`config.mk`:
```
export PLATFORM = sky130hd
export DESIGN_NAME = sha1_hash_engine_core
export DESIGN_NICKNAME = d
export VERILOG_FILES = /design/src/sha1_pkg.sv /design/src/sha1_front.sv /design/src/sha1_back.sv /design/src/sha1_hash_engine_core.sv
export SDC_FILE = /design/constraint.sdc
export NUM_CORES = 2
export LEC_CHECK = 0
export BUFFER_PORTS_ARGS = -buffer_cell sky130_fd_sc_hd__buf_2
export CORE_MARGIN = 2
export CORE_UTILIZATION = 60
export DETAILED_ROUTE_END_ITERATION = 16
export HOLD_SLACK_MARGIN = 0.12
export PLACE_DENSITY_LB_ADDON = 0.08
export REMOVE_ABC_BUFFERS = 1
export SKIP_LAST_GASP = 1
export SLEW_MARGIN = 20
export SYNTH_ARGS = -nofsm -noshare
export SYNTH_HDL_FRONTEND = slang
export SYNTH_SLANG_ARGS = --single-unit
export TNS_END_PERCENT = 1
```
`constraint.sdc`:
```
create_clock -name clk -period 27.7 [get_ports clk]
set_input_delay 8.31 -clock clk [delete_from_list [all_inputs] [get_ports clk]]
set_output_delay 8.31 -clock clk [all_outputs]
set_load 0.03 [all_outputs]
```
`src/sha1_pkg.sv`:
```
// shared types and constants for the sha-1 hash engine
`timescale 1ns / 1ps
`default_nettype none
package sha1_pkg;

	// one queued input word
	typedef struct packed {
		logic [7:0] data;
		logic       present;
		logic       last;
	} item_t;

	// head of the queue as seen by the back end
	typedef struct packed {
		logic  valid;
		item_t item;
	} qhead_t;

	typedef enum logic [2:0] {
		ST_IDLE,
		ST_PAD,
		ST_COMP,
		ST_FIN,
		ST_OUT
	} back_state_t;

	localparam int DIGEST_WORDS = 5;
	localparam int ROUNDS = 80;

	localparam logic [31:0] H_INIT [DIGEST_WORDS] = '{
		32'h67452301, 32'hEFCDAB89, 32'h98BADCFE, 32'h10325476, 32'hC3D2E1F0
	};

	localparam logic [31:0] K_R0 = 32'h5A827999;
	localparam logic [31:0] K_R1 = 32'h6ED9EBA1;
	localparam logic [31:0] K_R2 = 32'h8F1BBCDC;
	localparam logic [31:0] K_R3 = 32'hCA62C1D6;

	localparam logic [7:0] PAD_BYTE  = 8'h80;
	localparam logic [5:0] LEN_POS   = 6'd56;
	localparam logic [5:0] LAST_FILL = 6'd63;
	localparam logic [2:0] LAST_WORD = 3'd4;
	localparam logic [2:0] LAST_LEN  = 3'd7;

endpackage
`default_nettype wire

```
`src/sha1_front.sv`:
```
// input side: accepts words, drops empty ones, queues the rest
`timescale 1ns / 1ps
`default_nettype none
module sha1_front #(
	parameter int DEPTH = 4
) (
	input  wire logic              clk,
	input  wire logic              arst_n,
	input  wire logic              s_tvalid,
	output logic                   s_tready,
	input  wire logic [7:0]        s_tdata,  // msg_byte
	input  wire logic              s_tuser,  // byte_present
	input  wire logic              s_tlast,  // msg_end
	output sha1_pkg::qhead_t       head,
	input  wire logic              pop
);

	localparam int PTR_W = (DEPTH > 1) ? $clog2(DEPTH) : 1;
	localparam int CNT_W = $clog2(DEPTH + 1);

	sha1_pkg::item_t   slot_q [DEPTH];
	logic [PTR_W-1:0]  wr_ptr_q;
	logic [PTR_W-1:0]  rd_ptr_q;
	logic [CNT_W-1:0]  cnt_q;
	logic              keep;
	logic              push;

	// a word with neither a byte nor an end changes nothing
	assign keep     = s_tuser | s_tlast;
	assign s_tready = (cnt_q != CNT_W'(DEPTH));
	assign push     = s_tvalid && s_tready && keep;

	assign head.valid = (cnt_q != '0);
	assign head.item  = slot_q[rd_ptr_q];

	always_ff @(posedge clk) begin
		if (push) begin
			slot_q[wr_ptr_q].data    <= s_tdata;
			slot_q[wr_ptr_q].present <= s_tuser;
			slot_q[wr_ptr_q].last    <= s_tlast;
		end
	end

	always_ff @(posedge clk or negedge arst_n) begin
		if (!arst_n) begin
			wr_ptr_q <= '0;
			rd_ptr_q <= '0;
			cnt_q    <= '0;
		end else begin
			if (push) begin
				wr_ptr_q <= (wr_ptr_q == PTR_W'(DEPTH - 1)) ? '0 : wr_ptr_q + 1'b1;
			end
			if (pop) begin
				rd_ptr_q <= (rd_ptr_q == PTR_W'(DEPTH - 1)) ? '0 : rd_ptr_q + 1'b1;
			end
			if (push && !pop) begin
				cnt_q <= cnt_q + 1'b1;
			end else if (pop && !push) begin
				cnt_q <= cnt_q - 1'b1;
			end
		end
	end

	a_cnt_range: assert property (@(posedge clk) disable iff (!arst_n)
		cnt_q <= CNT_W'(DEPTH))
		else $error("queue count beyond depth");

	a_pop_nonempty: assert property (@(posedge clk) disable iff (!arst_n)
		pop |-> cnt_q != '0)
		else $error("pop from empty queue");

	a_drop_no_entry: assert property (@(posedge clk) disable iff (!arst_n)
		(s_tvalid && s_tready && !keep && !pop) |=> $stable(cnt_q))
		else $error("empty word took a queue slot");

endmodule
`default_nettype wire

```
`src/sha1_back.sv`:
```
// back end: block shift line, padding, 80-round compression, digest output
`timescale 1ns / 1ps
`default_nettype none
module sha1_back (
	input  wire logic               clk,
	input  wire logic               arst_n,
	input  wire sha1_pkg::qhead_t   head,
	output logic                    pop,
	output logic                    m_tvalid,
	input  wire logic               m_tready,
	output logic [39:0]             m_tdata,  // digest_word, word_number, zero fill
	output logic                    m_tlast   // digest_done
);

	sha1_pkg::back_state_t state_q, state_d;

	logic [511:0] blk_q;       // 64 message bytes, oldest in the top byte
	logic [5:0]   fill_q;
	logic [63:0]  bits_q;
	logic [31:0]  h_q [sha1_pkg::DIGEST_WORDS];
	logic [31:0]  a_q, b_q, c_q, d_q, e_q;
	logic [6:0]   round_q;
	logic         pad_q;       // padding still owed for this message
	logic         sent80_q;
	logic         len_q;
	logic [2:0]   len_cnt_q;
	logic         fin_q;       // last block in flight
	logic [2:0]   out_idx_q;

	logic         shift_en;
	logic [7:0]   shift_byte;
	logic         len_byte;
	logic [7:0]   pad_byte;
	logic         blk_full;
	logic         out_fire;
	logic [31:0]  f_val;
	logic [31:0]  k_val;
	logic [31:0]  t_val;
	logic [31:0]  w_new;

	// length bytes start once 0x80 is in and the block reaches byte 56
	assign len_byte = sent80_q && (len_q || (fill_q == sha1_pkg::LEN_POS));

	always_comb begin
		priority if (!sent80_q) begin
			pad_byte = sha1_pkg::PAD_BYTE;
		end else if (len_byte) begin
			pad_byte = bits_q[{~len_cnt_q, 3'b000} +: 8];
		end else begin
			pad_byte = 8'h00;
		end
	end

	// outputs of the sequencer
	always_comb begin
		pop        = 1'b0;
		shift_en   = 1'b0;
		shift_byte = head.item.data;
		m_tvalid   = 1'b0;
		unique case (state_q)
			sha1_pkg::ST_IDLE: begin
				pop      = head.valid;
				shift_en = head.valid && head.item.present;
			end
			sha1_pkg::ST_PAD: begin
				shift_en   = 1'b1;
				shift_byte = pad_byte;
			end
			sha1_pkg::ST_OUT: begin
				m_tvalid = 1'b1;
			end
			default: begin
			end
		endcase
	end

	assign blk_full = shift_en && (fill_q == sha1_pkg::LAST_FILL);
	assign out_fire = m_tvalid && m_tready;

	always_comb begin
		state_d = state_q;
		unique case (state_q)
			sha1_pkg::ST_IDLE: begin
				if (pop) begin
					if (blk_full) begin
						state_d = sha1_pkg::ST_COMP;
					end else if (head.item.last) begin
						state_d = sha1_pkg::ST_PAD;
					end
				end
			end
			sha1_pkg::ST_PAD: begin
				if (blk_full) begin
					state_d = sha1_pkg::ST_COMP;
				end
			end
			sha1_pkg::ST_COMP: begin
				if (round_q == 7'(sha1_pkg::ROUNDS - 1)) begin
					state_d = sha1_pkg::ST_FIN;
				end
			end
			sha1_pkg::ST_FIN: begin
				priority if (fin_q) begin
					state_d = sha1_pkg::ST_OUT;
				end else if (pad_q) begin
					state_d = sha1_pkg::ST_PAD;
				end else begin
					state_d = sha1_pkg::ST_IDLE;
				end
			end
			sha1_pkg::ST_OUT: begin
				if (out_fire && (out_idx_q == sha1_pkg::LAST_WORD)) begin
					state_d = sha1_pkg::ST_IDLE;
				end
			end
			default: begin
				state_d = sha1_pkg::ST_IDLE;
			end
		endcase
	end

	// round function
	always_comb begin
		priority if (round_q < 7'd20) begin
			f_val = (b_q & c_q) | (~b_q & d_q);
			k_val = sha1_pkg::K_R0;
		end else if (round_q < 7'd40) begin
			f_val = b_q ^ c_q ^ d_q;
			k_val = sha1_pkg::K_R1;
		end else if (round_q < 7'd60) begin
			f_val = (b_q & c_q) | (b_q & d_q) | (c_q & d_q);
			k_val = sha1_pkg::K_R2;
		end else begin
			f_val = b_q ^ c_q ^ d_q;
			k_val = sha1_pkg::K_R3;
		end
	end

	assign t_val = {a_q[26:0], a_q[31:27]} + f_val + e_q + k_val + blk_q[511:480];

	// schedule word for t+16 from the taps at t, t+2, t+8 and t+13
	always_comb begin
		logic [31:0] x;
		x     = blk_q[511:480] ^ blk_q[447:416] ^ blk_q[255:224] ^ blk_q[95:64];
		w_new = {x[30:0], x[31]};
	end

	assign m_tdata = {5'b00000, out_idx_q, h_q[out_idx_q]};
	assign m_tlast = (out_idx_q == sha1_pkg::LAST_WORD);

	// datapath without reset
	always_ff @(posedge clk) begin
		if (shift_en) begin
			blk_q <= {blk_q[503:0], shift_byte};
		end else if (state_q == sha1_pkg::ST_COMP) begin
			blk_q <= {blk_q[479:0], w_new};
		end
		if (blk_full) begin
			a_q <= h_q[0];
			b_q <= h_q[1];
			c_q <= h_q[2];
			d_q <= h_q[3];
			e_q <= h_q[4];
		end else if (state_q == sha1_pkg::ST_COMP) begin
			a_q <= t_val;
			b_q <= a_q;
			c_q <= {b_q[1:0], b_q[31:2]};
			d_q <= c_q;
			e_q <= d_q;
		end
	end

	always_ff @(posedge clk or negedge arst_n) begin
		if (!arst_n) begin
			state_q   <= sha1_pkg::ST_IDLE;
			fill_q    <= '0;
			bits_q    <= '0;
			h_q       <= sha1_pkg::H_INIT;
			round_q   <= '0;
			pad_q     <= 1'b0;
			sent80_q  <= 1'b0;
			len_q     <= 1'b0;
			len_cnt_q <= '0;
			fin_q     <= 1'b0;
			out_idx_q <= '0;
		end else begin
			state_q <= state_d;
			if (shift_en) begin
				fill_q <= fill_q + 1'b1;
			end
			if (state_q == sha1_pkg::ST_IDLE && pop) begin
				if (head.item.present) begin
					bits_q <= bits_q + 64'd8;
				end
				if (head.item.last) begin
					pad_q <= 1'b1;
				end
			end
			if (state_q == sha1_pkg::ST_PAD) begin
				if (!sent80_q) begin
					sent80_q <= 1'b1;
				end else if (len_byte) begin
					len_q     <= 1'b1;
					len_cnt_q <= len_cnt_q + 1'b1;
					if (len_cnt_q == sha1_pkg::LAST_LEN) begin
						fin_q <= 1'b1;
					end
				end
			end
			if (blk_full) begin
				round_q <= '0;
			end else if (state_q == sha1_pkg::ST_COMP) begin
				round_q <= round_q + 1'b1;
			end
			if (state_q == sha1_pkg::ST_FIN) begin
				h_q[0] <= h_q[0] + a_q;
				h_q[1] <= h_q[1] + b_q;
				h_q[2] <= h_q[2] + c_q;
				h_q[3] <= h_q[3] + d_q;
				h_q[4] <= h_q[4] + e_q;
			end
			if (out_fire) begin
				if (out_idx_q == sha1_pkg::LAST_WORD) begin
					// back to the initial state for the next message
					out_idx_q <= '0;
					h_q       <= sha1_pkg::H_INIT;
					fill_q    <= '0;
					bits_q    <= '0;
					pad_q     <= 1'b0;
					sent80_q  <= 1'b0;
					len_q     <= 1'b0;
					len_cnt_q <= '0;
					fin_q     <= 1'b0;
				end else begin
					out_idx_q <= out_idx_q + 1'b1;
				end
			end
		end
	end

	a_comp_ends: assert property (@(posedge clk) disable iff (!arst_n)
		(state_q == sha1_pkg::ST_COMP && round_q == 7'(sha1_pkg::ROUNDS - 1))
		|=> state_q == sha1_pkg::ST_FIN)
		else $error("compression did not end after the last round");

	a_out_block_aligned: assert property (@(posedge clk) disable iff (!arst_n)
		(state_q == sha1_pkg::ST_OUT) |-> (fill_q == '0 && fin_q))
		else $error("digest shown before the final block closed");

	a_restart: assert property (@(posedge clk) disable iff (!arst_n)
		(out_fire && out_idx_q == sha1_pkg::LAST_WORD)
		|=> (fill_q == '0 && bits_q == '0 && !pad_q && out_idx_q == '0))
		else $error("state not restored after digest");

endmodule
`default_nettype wire

```
`src/sha1_hash_engine_core.sv`:
```
// top level of the sha-1 hash engine
`timescale 1ns / 1ps
`default_nettype none
// SHA-1 hasher taking one message byte per word and giving the 160-bit digest as five
// 32-bit words, H0 first, with tlast on the fifth. A word with tuser high carries a
// byte; a word with tlast high ends the message (with or without a byte, so an empty
// message works); a word with neither is dropped. Bytes enter a queue of QUEUE_DEPTH
// words and are taken by the back end at one per cycle while it is idle. Each time 64
// bytes are held the back end compresses the block (80 rounds of one shared round unit
// and then a fold into the chaining words), during which the queue fills and then
// stalls the input. An end word makes the back end shift in the padding bytes (9 to
// 72 bytes), run one or two block compressions, and then show the five digest words.
// No new bytes are taken while padding, compressing or showing the digest.
module sha1_hash_engine_core #(
	parameter int QUEUE_DEPTH = 4
) (
	input  wire logic        clk,
	input  wire logic        arst_n,
	input  wire logic        s_axis_tvalid,
	output logic             s_axis_tready,
	input  wire logic [7:0]  s_axis_tdata,   // [7:0] msg_byte
	input  wire logic        s_axis_tuser,   // [0] byte_present
	input  wire logic        s_axis_tlast,   // msg_end
	output logic             m_axis_tvalid,
	input  wire logic        m_axis_tready,
	output logic [39:0]      m_axis_tdata,   // [31:0] digest_word, [34:32] word_number
	output logic             m_axis_tlast    // digest_done
);

	sha1_pkg::qhead_t head;
	logic             pop;

	sha1_front #(
		.DEPTH(QUEUE_DEPTH)
	) u_front (
		.clk      (clk),
		.arst_n   (arst_n),
		.s_tvalid (s_axis_tvalid),
		.s_tready (s_axis_tready),
		.s_tdata  (s_axis_tdata),
		.s_tuser  (s_axis_tuser),
		.s_tlast  (s_axis_tlast),
		.head     (head),
		.pop      (pop)
	);

	sha1_back u_back (
		.clk      (clk),
		.arst_n   (arst_n),
		.head     (head),
		.pop      (pop),
		.m_tvalid (m_axis_tvalid),
		.m_tready (m_axis_tready),
		.m_tdata  (m_axis_tdata),
		.m_tlast  (m_axis_tlast)
	);

endmodule
`default_nettype wire

```
Word level (Yosys, flattened, before mapping)
Memory sizes are Yosys's and may differ from the RTL's.
Index checks and enable logic that the tools add are counted.
Operators by class
  add/subtract/negate cells: 18
  $lt $le $gt $ge: 4
  equal/unequal tests: 17
  shift-type cells: 1
  mux-type cells: 78
  bitwise logic cells: 16
  reduce and logical (&&, ||, !) cells: 19
Operators with widths (count)
  512-bit two-way mux: 2
  32-bit two-way mux: 17
  160-bit two-way mux: 3
  32-bit adder: 9
  64-bit two-way mux: 4
  32-bit XOR: 5
  32-bit bitwise AND: 4
  32-bit binary-select mux with 3-bit select: 1
  32-bit bitwise OR: 3
  64-bit by 4-bit adder with 64-bit output, second input constant: 1
  64-bit by 7-bit variable part select with 8-bit output: 1
  3-bit two-way mux: 15
  32-bit NOT: 1
  31-bit two-way mux: 1
  8-bit two-way mux: 3
  1-bit two-way mux: 23
  6-bit two-way mux: 3
  3-bit one-hot mux with 5 select lines: 1
  7-bit by 6-bit < comparator with 1-bit output, second input constant: 2
  7-bit two-way mux: 2
  6-bit == test, second input constant: 2
  1-bit logical AND: 10
  3-bit by 1-bit adder with 3-bit output, second input constant: 3
  3-bit == test, second input constant: 3
  other kinds (24): 34
Storage, ports and cells
  register bits: 929
  bits in writable memories: 40
  output and inout port bits: 43
  memories kept: 1
Memory list
  u_front.slot_q: words 4, bits a word 10, rd ports 1, clocked after memory_dff 0, wr ports 1, RTL line sha1_front.sv:21  | sha1_pkg::item_t slot_q [DEPTH];

Longest topological paths before layout
  depth after elaboration: 12
  mapped depth: 28
  mapped depth without buffers: 26

Cells and area by module
Synthesis repeated with hierarchy kept, for this count alone.
Unflattened totals
  cells, all modules: 5789
  area total of the unflattened synthesis: 55802.3 um^2
By module, submodules not included
  sha1_back: times used 1, cells an instance 5699, area an instance 53921.7 um^2, seq. area each 26460.4 um^2
  sha1_front: times used 1, cells an instance 90, area an instance 1880.6 um^2, seq. area each 1376.3 um^2

Least setup slack after synthesis
No wires, ideal clock.
  path kind: flip-flop to flip-flop
  from: reg u_front.rd_ptr_q[0]
  to: reg u_back.blk_q[0] (enable)
  setup time: 3.695 ns
  arrival: 10.488 ns
  data required time: 24.005 ns
  slack: 13.517 ns
  cell stages (with the launch flop): 8
  path buffers: 3
  path through: dfrtp_1 -> mux4_2 -> and3_1 -> buf_6 -> nor2_1 -> clkbuf_1 -> clkbuf_1 -> nand2_1
Between the ends
  cells in the longest elaborated chain, start to end: 4
RTL lines
  start, declared: RTL line sha1_front.sv:23  | logic [PTR_W-1:0] rd_ptr_q;
  start signal, assigned: RTL line sha1_front.sv:54  | rd_ptr_q <= (rd_ptr_q == PTR_W'(DEPTH - 1)) ? '0 : rd_ptr_q + 1'b1;
  memory read 4 x 10 bit
  1-bit logical AND: RTL line sha1_back.sv:63  | shift_en = head.valid && head.item.present;
  1-bit one-hot mux with 2 select lines: RTL line sha1_back.sv:60  | unique case (state_q)
  2-bit nonzero test (no line)
  end signal, assigned: RTL line sha1_back.sv:154  | blk_q <= {blk_q[503:0], shift_byte};
  end signal, assigned: RTL line sha1_back.sv:156  | blk_q <= {blk_q[479:0], w_new};
  end, declared: RTL line sha1_back.sv:17  | logic [511:0] blk_q;
Every way passes these cells.
A chain may end at the register's enable or synchronous reset.

Final worst setup path
  from: reg u_back.out_idx_q[1]
  to: out m_axis_tdata[3]
Between the ends
  cells in the longest elaborated chain, start to end: 4
RTL lines
  start, declared: RTL line sha1_back.sv:28  | logic [2:0] out_idx_q;
  start signal, assigned: RTL line sha1_back.sv:235  | out_idx_q <= out_idx_q + 1'b1;
  3-bit NOT with 4-bit output (implied by the code): RTL line sha1_back.sv:148  | assign m_tdata = {5'b00000, out_idx_q, h_q[out_idx_q]};
  32-bit binary-select mux with 3-bit select: RTL line sha1_back.sv:148
  32-bit two-way mux (implied by the code) (2 in a row): RTL line sha1_back.sv:148
  end, declared: RTL line sha1_hash_engine_core.sv:26  | output logic [39:0] m_axis_tdata,
Every way passes these cells. The select of a mux whose other input is x is not followed.

==> impl_metrics.yaml <==
sta:
  rsz0062_at_grt: "no"
  finalClockSkew_ns: 0.03331
  timing.final.crit_period_ns: 11.55
  worst_pin_slew_ns: 1.455
  finalCritPeriodShare: 0.4169
  relSlewSlack: 0.02977
  max_freq_mhz: 86.59
  finalSetupTns_ns: 0
  drv_slew: 0
  finalHoldViolCount: 0
  setup_viol: 0
yosys:
  ys.warnings.count: 0
  synth_compound_area_frac: 0.09623
  ys_seq_area_frac: 0.4971
  ys_top_cells_by_count: "nand2_1 (2111), edfxtp_1 (712), a21oi_1 (314)"
  synth_top_area_frac: 0.3818
  synth_xor_area_frac: 0.04989
  yosysMostFrequentCell: "nand2_1"
  synth-simple-area-share: 0.1982
  yosys.area.top_type: "edfxtp_1"
  synth_cell_type_count: 94
  synth_area_um2: 56000
  ys_dominant_reg_cell: "edfxtp_1"
  avgSynthCellArea_um2: 9.587
  synth_top_family_by_area: "simple AND/OR/NAND/NOR gates"
  yosys_register_bits: 966
  netlist_instances: 5841
  synth-adder-area-share: 0.09697
  synth_edf_count: 712
  ys_async_sr_fraction: 0.2629
  muxShareOfSynthArea: 0.02518
  ys_top_cells_by_area: "edfxtp_1 (38%), nand2_1 (14%), dfrtp_1 (7.8%)"
pwr:
  power_density_nw_per_um2: 138.0
  ir_drop_v: 0.0001221
  power.leakage_nw: 26.46
cts:
  htreeDepth: 3
  clockRootBuffer: "clkbuf_16"
  tritoncts: "done"
  cts_resized: 0
  clkTransAtPathRegs_ns: 0.06
  ctsHoldBuffers: 0
  numCtsBuffers: 104
  clk_path_buf_depth: 3
  clkSinkCount: 966
  clk_latency_ns: 0.70
  postCtsSetupRepairBufs: 0
placement:
  post_dp_cell_area_um2: 57160
  dp_hpwl_um: 97190
  io_buffers: 51
  gp_congestion: 0.9219
outcome:
  outcome: "complete, no violations"
global_routing:
  grt_max_degree: 258
  grt_pass1_wl_um: 226100
  grt_usage: 0.3035
  grt_overflow: 0
  antenna_found_initial: 2
  grt_pass1_vias: 39900
floorplanning:
  chipHeight_um: 309.5
  initial_core_util: 0.6027
  coreArea_um2: 92910
  dieArea_um2: 95790
  rows: 112
  die_w_um: 309.5
  ios: 57
routing:
  wl_per_cell_um: 20.24
  drt-vias-per-instance: 5.893
  num_vias: 41960
  ant_nets: 0
  postRouteWirelength_um: 144100
  first_iter_violations: 4452
  drcViolationCount: 0
  drtPass1Iterations: 8
flow_run:
  cap_violations: 0
worst_setup_path:
  end_kind: "primary output"
  crit_required_ns: 19.39
  cp-start-kind: "register"
  r2r_slack_ns: 19.90
  cp.arrival_ns: 3.24
  cp_max_fo: 32
  critPathKind: "register to primary output"
layout:
  design_area_um2: 60730
  drive_gt1_frac: 0.07586
  area_delta_synth_final_pct: 8.443
  diodes: 0
  nets: 6148
  nFillCells: 7437
min_path:
  hp-class: "register to register"
-- layout by cell type (no fill, tap or decap), drive strengths merged, types with 44 or more instances in the layout --
master	n
nor2	283
a21oi	315
dfstp	80
xnor2	190
a21o	70
buf	88
dfrtp	174
nor3	48
nand2	2113
mux4	55
clkinv	44
o21ai	221
edfxtp	712
nand3	72
o211ai	59
ha	234
xor2	129
clkbuf	133
fa	125
inv	258
-- final timing paths --
path	startpoint	end	cells after the start
max	u_back.out_idx_q[1]$_DFFE_PN0P_	m_axis_tdata[3]	7
min	u_back.h_q[78]$_DFF_PN1_	u_back.h_q[78]$_DFF_PN1_	2
max reg2reg	u_back.round_q[4]$_DFFE_PN0P_	u_back.a_q[21]$_DFFE_PP_	26
min reg2reg	u_back.h_q[78]$_DFF_PN1_	u_back.h_q[78]$_DFF_PN1_	2
max in group asynchronous	arst_n	u_back.len_cnt_q[0]$_DFF_PN0_	3
min in group asynchronous	arst_n	u_back.h_q[62]$_DFF_PN0_	1
-- metal layers --
layer	routed length [um]	global-route usage	share of wire	up-vias
met3	11030	0.05520	0.077	256
met1	62970	0.4377	0.44	20620
met2	66210	0.4734	0.46	1391
li1	-	-	-	19690
met4	3849	0.08727	0.027	4
met5	27	0	0.00019	-
-- sequential cells by signal, summed over array words and instances (netlist names), 40 cells and up --
| register | flops |
|---|---|
| u_back.bits_q | 61 |
| u_back.blk_q | 512 |
| u_back.h_q | 160 |
| u_front.slot_q | 40 |
-- where the power goes --
part           internal (mW)  switching (mW)  total, mW  leakage, nW
clock network          0.849           0.609       1.46         1.73
registers               2.59           0.512       3.10         10.0
logic                   1.42            2.40       3.82         14.7
total                   4.86            3.52       8.38         26.5
-- logic make-up (layout without fill, tap and decap cells) --
logic type	Yosys count	after routing
DFF	966	966
adders and majority gates	359	359
xor gates and xnor gates	319	319
other	1	5
and+or+nand+nor	2723	2723
AOI/OAI and AO/OA	881	881
muxes	72	72
buffers and inverters	520	541
-- layout make-up --
cell class,count,area (um^2),area share
Timing Repair Buffer,88,600.6,0.009890
Sequential cell,966,27840,0.4584
Inverter,256,960.9,0.01582
Clock inverter,64,752.0,0.01238
Multi-Input combinational cell,4359,26200,0.4315
Tap cell,1254,1569,0.02584
Clock buffer,133,2804,0.04617
-- stage by stage --
| stage | util | hold slack (ns) | setup WS [ns] | total power [mW] | std cells |
|---|---|---|---|---|---|
| after floorplan | - | 0.4617 | -31.79 | 6.550 | 5581 |
| after global placement | 0.6153 | 0.4837 | 16.65 | 6.802 | 6923 |
| after detailed placement | 0.6153 | 0.4932 | 16.60 | 6.894 | 6923 |
| after CTS | 0.6535 | 0.5056 | 16.21 | 8.384 | 7120 |
| after global routing | 0.6536 | 0.5239 | 16.06 | 9.003 | 7120 |
| final | 0.6536 | 0.5044 | 16.15 | 8.380 | 7120 |
-- worst max-delay path, cell delays in order, from the launching register on --
cell and delay, ns:
dfrtp_2 0.69, buf_4 0.54, inv_1 0.15, and3_1 0.21, buf_4 0.30, nand2_1 0.14, o21ai_0 0.21, buf_2 0.27
No activity file was read; power rests on OpenSTA's default activity.
